<file path="src/rtl/arp_pkg.sv">
`timescale 1ns / 1ps
// shared types and constants for the arp address table
// depends on nothing; imported by arp_store and arp_address_table
package arp_pkg;

  // table geometry
  localparam int TABLE_DEPTH = 16;
  localparam int IP_BYTES    = 4;
  localparam int MAC_BYTES   = 6;
  localparam int KEY_W       = 8 * IP_BYTES;
  localparam int MAC_W       = 8 * MAC_BYTES;
  localparam int IDX_W       = $clog2(TABLE_DEPTH);
  localparam int CNT_W       = $clog2(TABLE_DEPTH + 1);
  localparam int POS_W       = 4;

  localparam logic [CNT_W-1:0] DEPTH_CNT = CNT_W'(TABLE_DEPTH);

  // operation codes
  typedef enum logic [1:0] {
    OP_INSERT = 2'd0,
    OP_REMOVE = 2'd1,
    OP_LOOKUP = 2'd2,
    OP_UPDATE = 2'd3
  } op_t;

  // result status codes
  typedef enum logic [1:0] {
    ST_DONE    = 2'd0,
    ST_MISSING = 2'd1,
    ST_FULL    = 2'd2
  } status_t;

  // write request into the binding store
  typedef struct packed {
    logic             en;
    logic [IDX_W-1:0] addr;
    logic [KEY_W-1:0] key;
    logic [MAC_W-1:0] mac;
  } wr_req_t;

endpackage

</file>
<file path="src/rtl/arp_store.sv">
`timescale 1ns / 1ps
// binding store: key and mac memories, one write port, one registered read port
// depends on arp_pkg
module arp_store (
  input  logic                       clk,
  input  arp_pkg::wr_req_t           wr_req,
  input  logic [arp_pkg::IDX_W-1:0]  rd_addr,
  output logic [arp_pkg::KEY_W-1:0]  rd_key,
  output logic [arp_pkg::MAC_W-1:0]  rd_mac
);
  import arp_pkg::*;

  logic [KEY_W-1:0] key_mem [TABLE_DEPTH];
  logic [MAC_W-1:0] mac_mem [TABLE_DEPTH];
  logic [KEY_W-1:0] rd_key_r;
  logic [MAC_W-1:0] rd_mac_r;

  // write port
  always_ff @(posedge clk) begin
    if (wr_req.en) begin
      key_mem[wr_req.addr] <= wr_req.key;
      mac_mem[wr_req.addr] <= wr_req.mac;
    end
  end

  // registered read port
  always_ff @(posedge clk) begin
    rd_key_r <= key_mem[rd_addr];
    rd_mac_r <= mac_mem[rd_addr];
  end

  assign rd_key = rd_key_r;
  assign rd_mac = rd_mac_r;

endmodule

</file>
<file path="src/rtl/arp_address_table.sv">
`timescale 1ns / 1ps
// arp address table top level: command sequencer around the binding store
// depends on arp_pkg and arp_store
//
// Ordered table of up to 16 IPv4-to-MAC bindings. A command beat is taken when
// start is high and busy is low; exactly one result beat follows, shown for one
// cycle with out_valid, and the receiver cannot stall it. Insert, and any other
// operation on an empty table, answers in the cycle after start. Lookup, update
// and remove walk the list one entry per cycle through the single read port of
// the store: a hit answers once its entry is compared, a miss once the last
// entry has been compared. Remove then closes the gap by copying one entry per
// cycle. busy stays high until the result beat.
module arp_address_table (
  input  logic                       clk,
  input  logic                       rst_n,
  input  logic                       start,
  output logic                       busy,
  input  logic [1:0]                 in_op,
  input  logic [arp_pkg::KEY_W-1:0]  in_key_ip,
  input  logic [arp_pkg::MAC_W-1:0]  in_mac_in,
  output logic                       out_valid,
  output logic [1:0]                 out_status,
  output logic [arp_pkg::POS_W-1:0]  out_position,
  output logic [arp_pkg::MAC_W-1:0]  out_mac_out
);
  import arp_pkg::*;

  typedef enum logic [1:0] {
    S_IDLE,
    S_SCAN,
    S_SHIFT
  } state_t;

  state_t           state_r, state_nxt;
  op_t              op_r, op_nxt;
  logic [KEY_W-1:0] key_r, key_nxt;
  logic [MAC_W-1:0] mac_r, mac_nxt;
  logic [CNT_W-1:0] count_r, count_nxt;
  logic [CNT_W-1:0] idx_r, idx_nxt;
  logic [IDX_W-1:0] wr_r, wr_nxt;
  logic [IDX_W-1:0] hit_r, hit_nxt;
  logic             pend_r, pend_nxt;
  logic             out_valid_r, out_valid_nxt;
  status_t          out_status_r, out_status_nxt;
  logic [POS_W-1:0] out_pos_r, out_pos_nxt;
  logic [MAC_W-1:0] out_mac_r, out_mac_nxt;

  wr_req_t          wr_req;
  logic [IDX_W-1:0] rd_addr;
  logic [KEY_W-1:0] rd_key;
  logic [MAC_W-1:0] rd_mac;
  logic             accept;
  logic [IDX_W-1:0] cmp_idx;
  logic             key_hit;

  arp_store u_store (
    .clk     (clk),
    .wr_req  (wr_req),
    .rd_addr (rd_addr),
    .rd_key  (rd_key),
    .rd_mac  (rd_mac)
  );

  assign accept  = start && (state_r == S_IDLE);
  // index of the entry whose data sits on the read port
  assign cmp_idx = IDX_W'(idx_r - CNT_W'(1));
  assign key_hit = pend_r && (rd_key == key_r);

  // sequencer next-state logic
  always_comb begin
    state_nxt      = state_r;
    op_nxt         = op_r;
    key_nxt        = key_r;
    mac_nxt        = mac_r;
    count_nxt      = count_r;
    idx_nxt        = idx_r;
    wr_nxt         = wr_r;
    hit_nxt        = hit_r;
    pend_nxt       = 1'b0;
    out_valid_nxt  = 1'b0;
    out_status_nxt = out_status_r;
    out_pos_nxt    = out_pos_r;
    out_mac_nxt    = out_mac_r;
    rd_addr        = idx_r[IDX_W-1:0];
    wr_req         = '0;
    case (state_r)
      S_IDLE: begin
        if (start) begin
          op_nxt  = op_t'(in_op);
          key_nxt = in_key_ip;
          mac_nxt = in_mac_in;
          idx_nxt = '0;
          if (op_t'(in_op) == OP_INSERT) begin
            // append at the tail or report full
            out_valid_nxt = 1'b1;
            out_mac_nxt   = '0;
            if (count_r == DEPTH_CNT) begin
              out_status_nxt = ST_FULL;
              out_pos_nxt    = '0;
            end else begin
              wr_req.en      = 1'b1;
              wr_req.addr    = count_r[IDX_W-1:0];
              wr_req.key     = in_key_ip;
              wr_req.mac     = in_mac_in;
              out_status_nxt = ST_DONE;
              out_pos_nxt    = POS_W'(count_r);
              count_nxt      = count_r + CNT_W'(1);
            end
          end else if (count_r == '0) begin
            // nothing to search
            out_valid_nxt  = 1'b1;
            out_status_nxt = ST_MISSING;
            out_pos_nxt    = '0;
            out_mac_nxt    = '0;
          end else begin
            state_nxt = S_SCAN;
          end
        end
      end
      S_SCAN: begin
        if (key_hit) begin
          hit_nxt = cmp_idx;
          case (op_r)
            OP_REMOVE: begin
              // copy later entries forward, reading from hit + 1
              state_nxt = S_SHIFT;
              wr_nxt    = cmp_idx;
            end
            OP_UPDATE: begin
              wr_req.en      = 1'b1;
              wr_req.addr    = cmp_idx;
              wr_req.key     = key_r;
              wr_req.mac     = mac_r;
              state_nxt      = S_IDLE;
              out_valid_nxt  = 1'b1;
              out_status_nxt = ST_DONE;
              out_pos_nxt    = POS_W'(cmp_idx);
              out_mac_nxt    = '0;
            end
            default: begin
              state_nxt      = S_IDLE;
              out_valid_nxt  = 1'b1;
              out_status_nxt = ST_DONE;
              out_pos_nxt    = POS_W'(cmp_idx);
              out_mac_nxt    = (op_r == OP_LOOKUP) ? rd_mac : '0;
            end
          endcase
        end else if (pend_r && idx_r == count_r) begin
          // last valid entry compared without a match
          state_nxt      = S_IDLE;
          out_valid_nxt  = 1'b1;
          out_status_nxt = ST_MISSING;
          out_pos_nxt    = '0;
          out_mac_nxt    = '0;
        end else begin
          idx_nxt  = idx_r + CNT_W'(1);
          pend_nxt = 1'b1;
        end
      end
      S_SHIFT: begin
        if (pend_r) begin
          wr_req.en   = 1'b1;
          wr_req.addr = wr_r;
          wr_req.key  = rd_key;
          wr_req.mac  = rd_mac;
          wr_nxt      = wr_r + IDX_W'(1);
        end
        if (idx_r < count_r) begin
          idx_nxt  = idx_r + CNT_W'(1);
          pend_nxt = 1'b1;
        end else begin
          state_nxt      = S_IDLE;
          count_nxt      = count_r - CNT_W'(1);
          out_valid_nxt  = 1'b1;
          out_status_nxt = ST_DONE;
          out_pos_nxt    = POS_W'(hit_r);
          out_mac_nxt    = '0;
        end
      end
      default: begin
        state_nxt = S_IDLE;
      end
    endcase
    if (!accept && state_r == S_IDLE) begin
      pend_nxt = 1'b0;
    end
  end

  // state and registered outputs
  always_ff @(posedge clk) begin
    if (!rst_n) begin
      state_r     <= S_IDLE;
      count_r     <= '0;
      pend_r      <= 1'b0;
      out_valid_r <= 1'b0;
    end else begin
      state_r      <= state_nxt;
      count_r      <= count_nxt;
      pend_r       <= pend_nxt;
      out_valid_r  <= out_valid_nxt;
      op_r         <= op_nxt;
      key_r        <= key_nxt;
      mac_r        <= mac_nxt;
      idx_r        <= idx_nxt;
      wr_r         <= wr_nxt;
      hit_r        <= hit_nxt;
      out_status_r <= out_status_nxt;
      out_pos_r    <= out_pos_nxt;
      out_mac_r    <= out_mac_nxt;
    end
  end

  assign busy         = (state_r != S_IDLE);
  assign out_valid    = out_valid_r;
  assign out_status   = out_status_r;
  assign out_position = out_pos_r;
  assign out_mac_out  = out_mac_r;

  // occupancy never passes the table depth
  a_count_range: assert property (@(posedge clk) disable iff (!rst_n)
    count_r <= DEPTH_CNT)
    else $error("entry count beyond table depth");

  // a result beat only appears once the sequencer is back to idle
  a_result_idle: assert property (@(posedge clk) disable iff (!rst_n)
    out_valid_r |-> (state_r == S_IDLE))
    else $error("result beat while still busy");

  // an accepted command either answers at once or keeps the block busy
  a_accept_progress: assert property (@(posedge clk) disable iff (!rst_n)
    accept |=> (busy || out_valid_r))
    else $error("command beat dropped");

  // a successful insert grows the table by exactly one entry
  a_insert_count: assert property (@(posedge clk) disable iff (!rst_n)
    (accept && op_t'(in_op) == OP_INSERT && count_r != DEPTH_CNT)
      |=> (count_r == $past(count_r) + CNT_W'(1)))
    else $error("insert did not grow the table");

endmodule

</file>
<file path="config.mk">
export PLATFORM = sky130hd
export DESIGN_NAME = arp_address_table
export DESIGN_NICKNAME = d
export VERILOG_FILES = /design/src/rtl/arp_pkg.sv /design/src/rtl/arp_store.sv /design/src/rtl/arp_address_table.sv
export SDC_FILE = /design/constraint.sdc
export NUM_CORES = 2
export LEC_CHECK = 0
export BUFFER_PORTS_ARGS = -buffer_cell sky130_fd_sc_hd__buf_2
export CORE_MARGIN = 2
export CORE_UTILIZATION = 53
export DETAILED_ROUTE_END_ITERATION = 16
export PLACE_DENSITY = 0.72
export SYNTH_ARGS = -nofsm -noshare
export SYNTH_HDL_FRONTEND = slang
export SYNTH_SLANG_ARGS = --single-unit
</file>
<file path="constraint.sdc">
create_clock -name clk -period 25.4 [get_ports clk]
set_input_delay 2.54 -clock clk [delete_from_list [all_inputs] [get_ports clk]]
set_output_delay 2.54 -clock clk [all_outputs]
set_load 0.02 [all_outputs]
</file>
==> summary.md <==
| Metric | Value |
|---|---|
| Initial DRC count | 3545 |
| Post-Synthesis Cell Area | 0.05745 mm^2 |
| Clock-pin transition on the worst setup and hold timing paths | 0.06 ns |
| Site Rows | 120 |
| YS warnings | 0 |
| Core Region | 0.1074 mm^2 |
| Largest net degree at the start of global routing | 162 |
| Max clock buf depth | 3 |
| Number of global-route vias before repair | 28362 |
| Max_cap viols | 0 |
| Top post-synthesis cells by area | edfxtp_1 (75%), mux4_2 (16%), dfxtp_1 (3.1%), a22oi_1 (1.1%), a21oi_1 (0.79%) |
| Status | completed |
| Worst R2R Path Depth | 9 |
| Skew final | 0.03172 ns |
| Finished Cell Area | 0.06493 mm^2 |
| Post-route minimum period | 5.949 ns |
| Layout net count | 2889 |
| Syn Nets | 2676 |
| Placed cell areas | 0.06001 mm^2 |
| Critical path class | in2reg |
| Setup bufs post-CTS | 0 |
| Synth async-reset ratio | 0% |
| Fmax | 168.1 MHz |
| Post-synth top area share | 74.69% |
| Critical path endpoint category | flop |
| Placer Congestion | 0.7521 |
| Leakage | 20.24 nW |
| Routed length per instance | 30.81 um |
| Reg-to-reg setup timing slack | 19.92 ns |
| Yosys top cell by area | edfxtp_1 |
| Mean Syn Cell Area | 22.32 um^2 |
| First-pass GRT wire length | 193100 um |
| IO buf count | 140 |
| Die area | 0.1111 mm^2 |
| Layout Utilization | 60.49% |
| R2r startpoint | key_r[10]$_DFFE_PP_ |
| Clock Latency Late Sink | 0.77 ns |
| Rel. slew slack | 12.73% |
| H-Tree Depth | 4 |
| Startpoint Class | input port |
| Crit path DAT | 6.32 ns |
| I/O pin count | 141 |
| DR pass1 iterations | 6 |
| Register area share after synthesis | 77.79% |
| Initial Utilization | 53.52% |
| # hold bufs at CTS | 0 |
| Critical-path maximum fanout | 38 |
| Post-synthesis cell count | 2574 |
| CTS resizes | 0 |
| Dpl hpwl | 67140 um |
| Initial antenna violation count | 5 |
| Final hold vios | 0 |
| Routed Antenna Nets | 0 |
| Layout cell share with drive strength beyond 1 | 29.04% |
| Die H | 333.2 um |
| Post-DR vias/cell | 6.435 |
| Setup crit end | u_store.key_mem[12][31]$_DFFE_PP_ |
| Most used DFF post-synth | edfxtp_1 |
| Area of the multi-input gates | 0.01228 mm^2 |
| Crit path from | in_op[1] |
| Reg area | 0.04469 mm^2 |
| Chip width | 333.2 um |
| CTS tree | built |
| DR DRC count | 0 |
| Vias | 27772 |
| Peak supply drop | 64.02 uV |
| RSZ-0062 raised after global routing | false |
| Worst min-delay path class | reg2reg |
| Worst-Margin Slew | 1.309 ns |
| Worst EP required | 25.77 ns |
| P&R area growth vs syn | 13.02% |
| Final Cycle Share | 23.42% |
| Filler cells | 7114 |
| Tot GR Track Use | 24.15% |
| Post-synth EDFFs | 1429 |
| Synthesized flop and latch total | 1518 |
| Setup tns final | 0 ns |
| DRT Wirelength | 133000 um |
| Netlist cell types | 55 |
| CTS root buf | clkbuf_16 |
| Final setup violation count | 0 |
| Clock Sinks | 1518 |
| Gr ovfl total | 0 |
| Pins Over Slew Limit | 0 |
| Num CTS Buffers | 149 |
| R2r endpoint | u_store.key_mem[14][4]$_DFFE_PP_ |
| Pwr dens | 79.43 mW/mm^2 |
[cell usage after synthesis (16+ instances only)]
library cell / number
buf_2: 35
xnor2_1: 26
a21oi_1: 91
nor2_1: 22
dfxtp_1: 89
inv_1: 25
mux4_2: 400
ha_1: 16
clkbuf_1: 84
a22oi_1: 84
edfxtp_1: 1429
nand2_1: 92
and2_1: 53
[cells by family after synthesis]
| kind of cell | count (synthesis) | synth area share (%) |
|---|---|---|
| xor+xnor | 32 | 0.4878 |
| compound gates | 216 | 2.430 |
| simple gates | 224 | 1.991 |
| mux | 405 | 15.77 |
| flops | 1518 | 77.79 |
| fa+ha+maj | 17 | 0.3833 |
| buf+inv | 162 | 1.152 |
[through the flow]
step                hold slack, ns  power [mW]  cells  setup WS (ns)
floorplan                   0.4569       2.944   2574          15.70
global placement            0.5195       3.006   4039          18.72
detailed placement          0.5293       3.011   4039          18.69
CTS                         0.5474       5.186   4313          19.48
global route                0.5550       5.293   4314          19.32
finish                      0.5468       5.157   4316          19.45
[registers in the layout (all words and copies together), names as in the netlist, 2 cells and up]
register,flops
count_r,5
out_position,4
mac_r,48
key_r,32
u_store.key_mem,512
state_r,2
op_r,2
wr_r,4
hit_r,4
out_status,2
idx_r,5
u_store.mac_mem,768
u_store.rd_key,32
u_store.rd_mac,48
out_mac_out,48
[worst max-delay path, stage by stage]
cell,delay [ns]
buf_2,0.11
nor2_1,0.22
and3_1,0.36
a21boi_4,0.24
nor2_1,0.06
o21ai_1,0.15
or4b_1,0.67
nor2_4,0.54
buf_4,0.61
buf_4,0.75
[routing by layer]
layer	vias to the layer above	part of all wire, %	GRT usage (%)
li1	11235	-	-
met2	1622	50	38.73
met5	-	0.0053	0
met3	231	9.2	4.884
met4	2	2.6	7.442
met1	14682	39	33.95
[layout by cell type (no fill, tap or decap), drive strengths merged, types with 2 or more instances in the layout]
cell type,Yosys,routed
and2,53,53
and4,2,2
o2111ai,2,2
o31a,2,2
nand3,11,11
ha,16,16
and3,5,5
a311oi,2,2
nand2b,10,10
nand2,92,92
a32oi,4,4
xor2,6,6
nand4,4,4
nor2b,5,5
o21ai,11,11
clkinvlp,0,3
o31ai,5,5
o21a,3,3
xnor2,26,26
mux4,400,400
dfxtp,89,89
mux2i,5,5
nor3,7,7
inv,25,28
nor4,4,4
buf,50,198
o221ai,2,2
a21oi,91,91
bufinv,0,15
clkbuf,86,202
a22oi,84,84
edfxtp,1429,1429
a21o,3,3
clkinv,1,52
nor2,23,23
diode,0,3
nand3b,2,2
[worst min path at each step]
stage / cells after the start / startpoint / endpoint / slack, ns
after floorplan: 2 / count_r[4]$_SDFFE_PN0P_ / count_r[4]$_SDFFE_PN0P_ / 0.46
after global placement: 1 / u_store.rd_mac[24]$_DFF_P_ / out_mac_out[24]$_SDFFCE_PP0P_ / 0.52
after detailed placement: 1 / u_store.rd_mac[33]$_DFF_P_ / out_mac_out[33]$_SDFFCE_PP0P_ / 0.53
after CTS: 1 / u_store.rd_mac[33]$_DFF_P_ / out_mac_out[33]$_SDFFCE_PP0P_ / 0.55
after global routing: 1 / u_store.rd_mac[19]$_DFF_P_ / out_mac_out[19]$_SDFFCE_PP0P_ / 0.56
final: 1 / u_store.rd_mac[33]$_DFF_P_ / out_mac_out[33]$_SDFFCE_PP0P_ / 0.55
[area by class of cell]
class | count | share of cell area [%]
inverter | 26 | 0.1503
sequential | 1518 | 68.83
antenna | 3 | 0.01156
clock buffer | 202 | 6.301
timing repair buffer | 198 | 1.827
clock inverter | 72 | 1.270
tap | 1403 | 2.703
multi-input combinational | 894 | 18.91
[power by group]
| part | total [mW] | switching (mW) | leakage [nW] | internal (mW) |
|---|---|---|---|---|
| Clock | 2.20 | 0.911 | 2.40 | 1.29 |
| Combinational | 0.189 | 0.108 | 4.31 | 0.0808 |
| Sequential | 2.77 | 0.0180 | 13.5 | 2.75 |
Power figures use the tool's default switching activity.
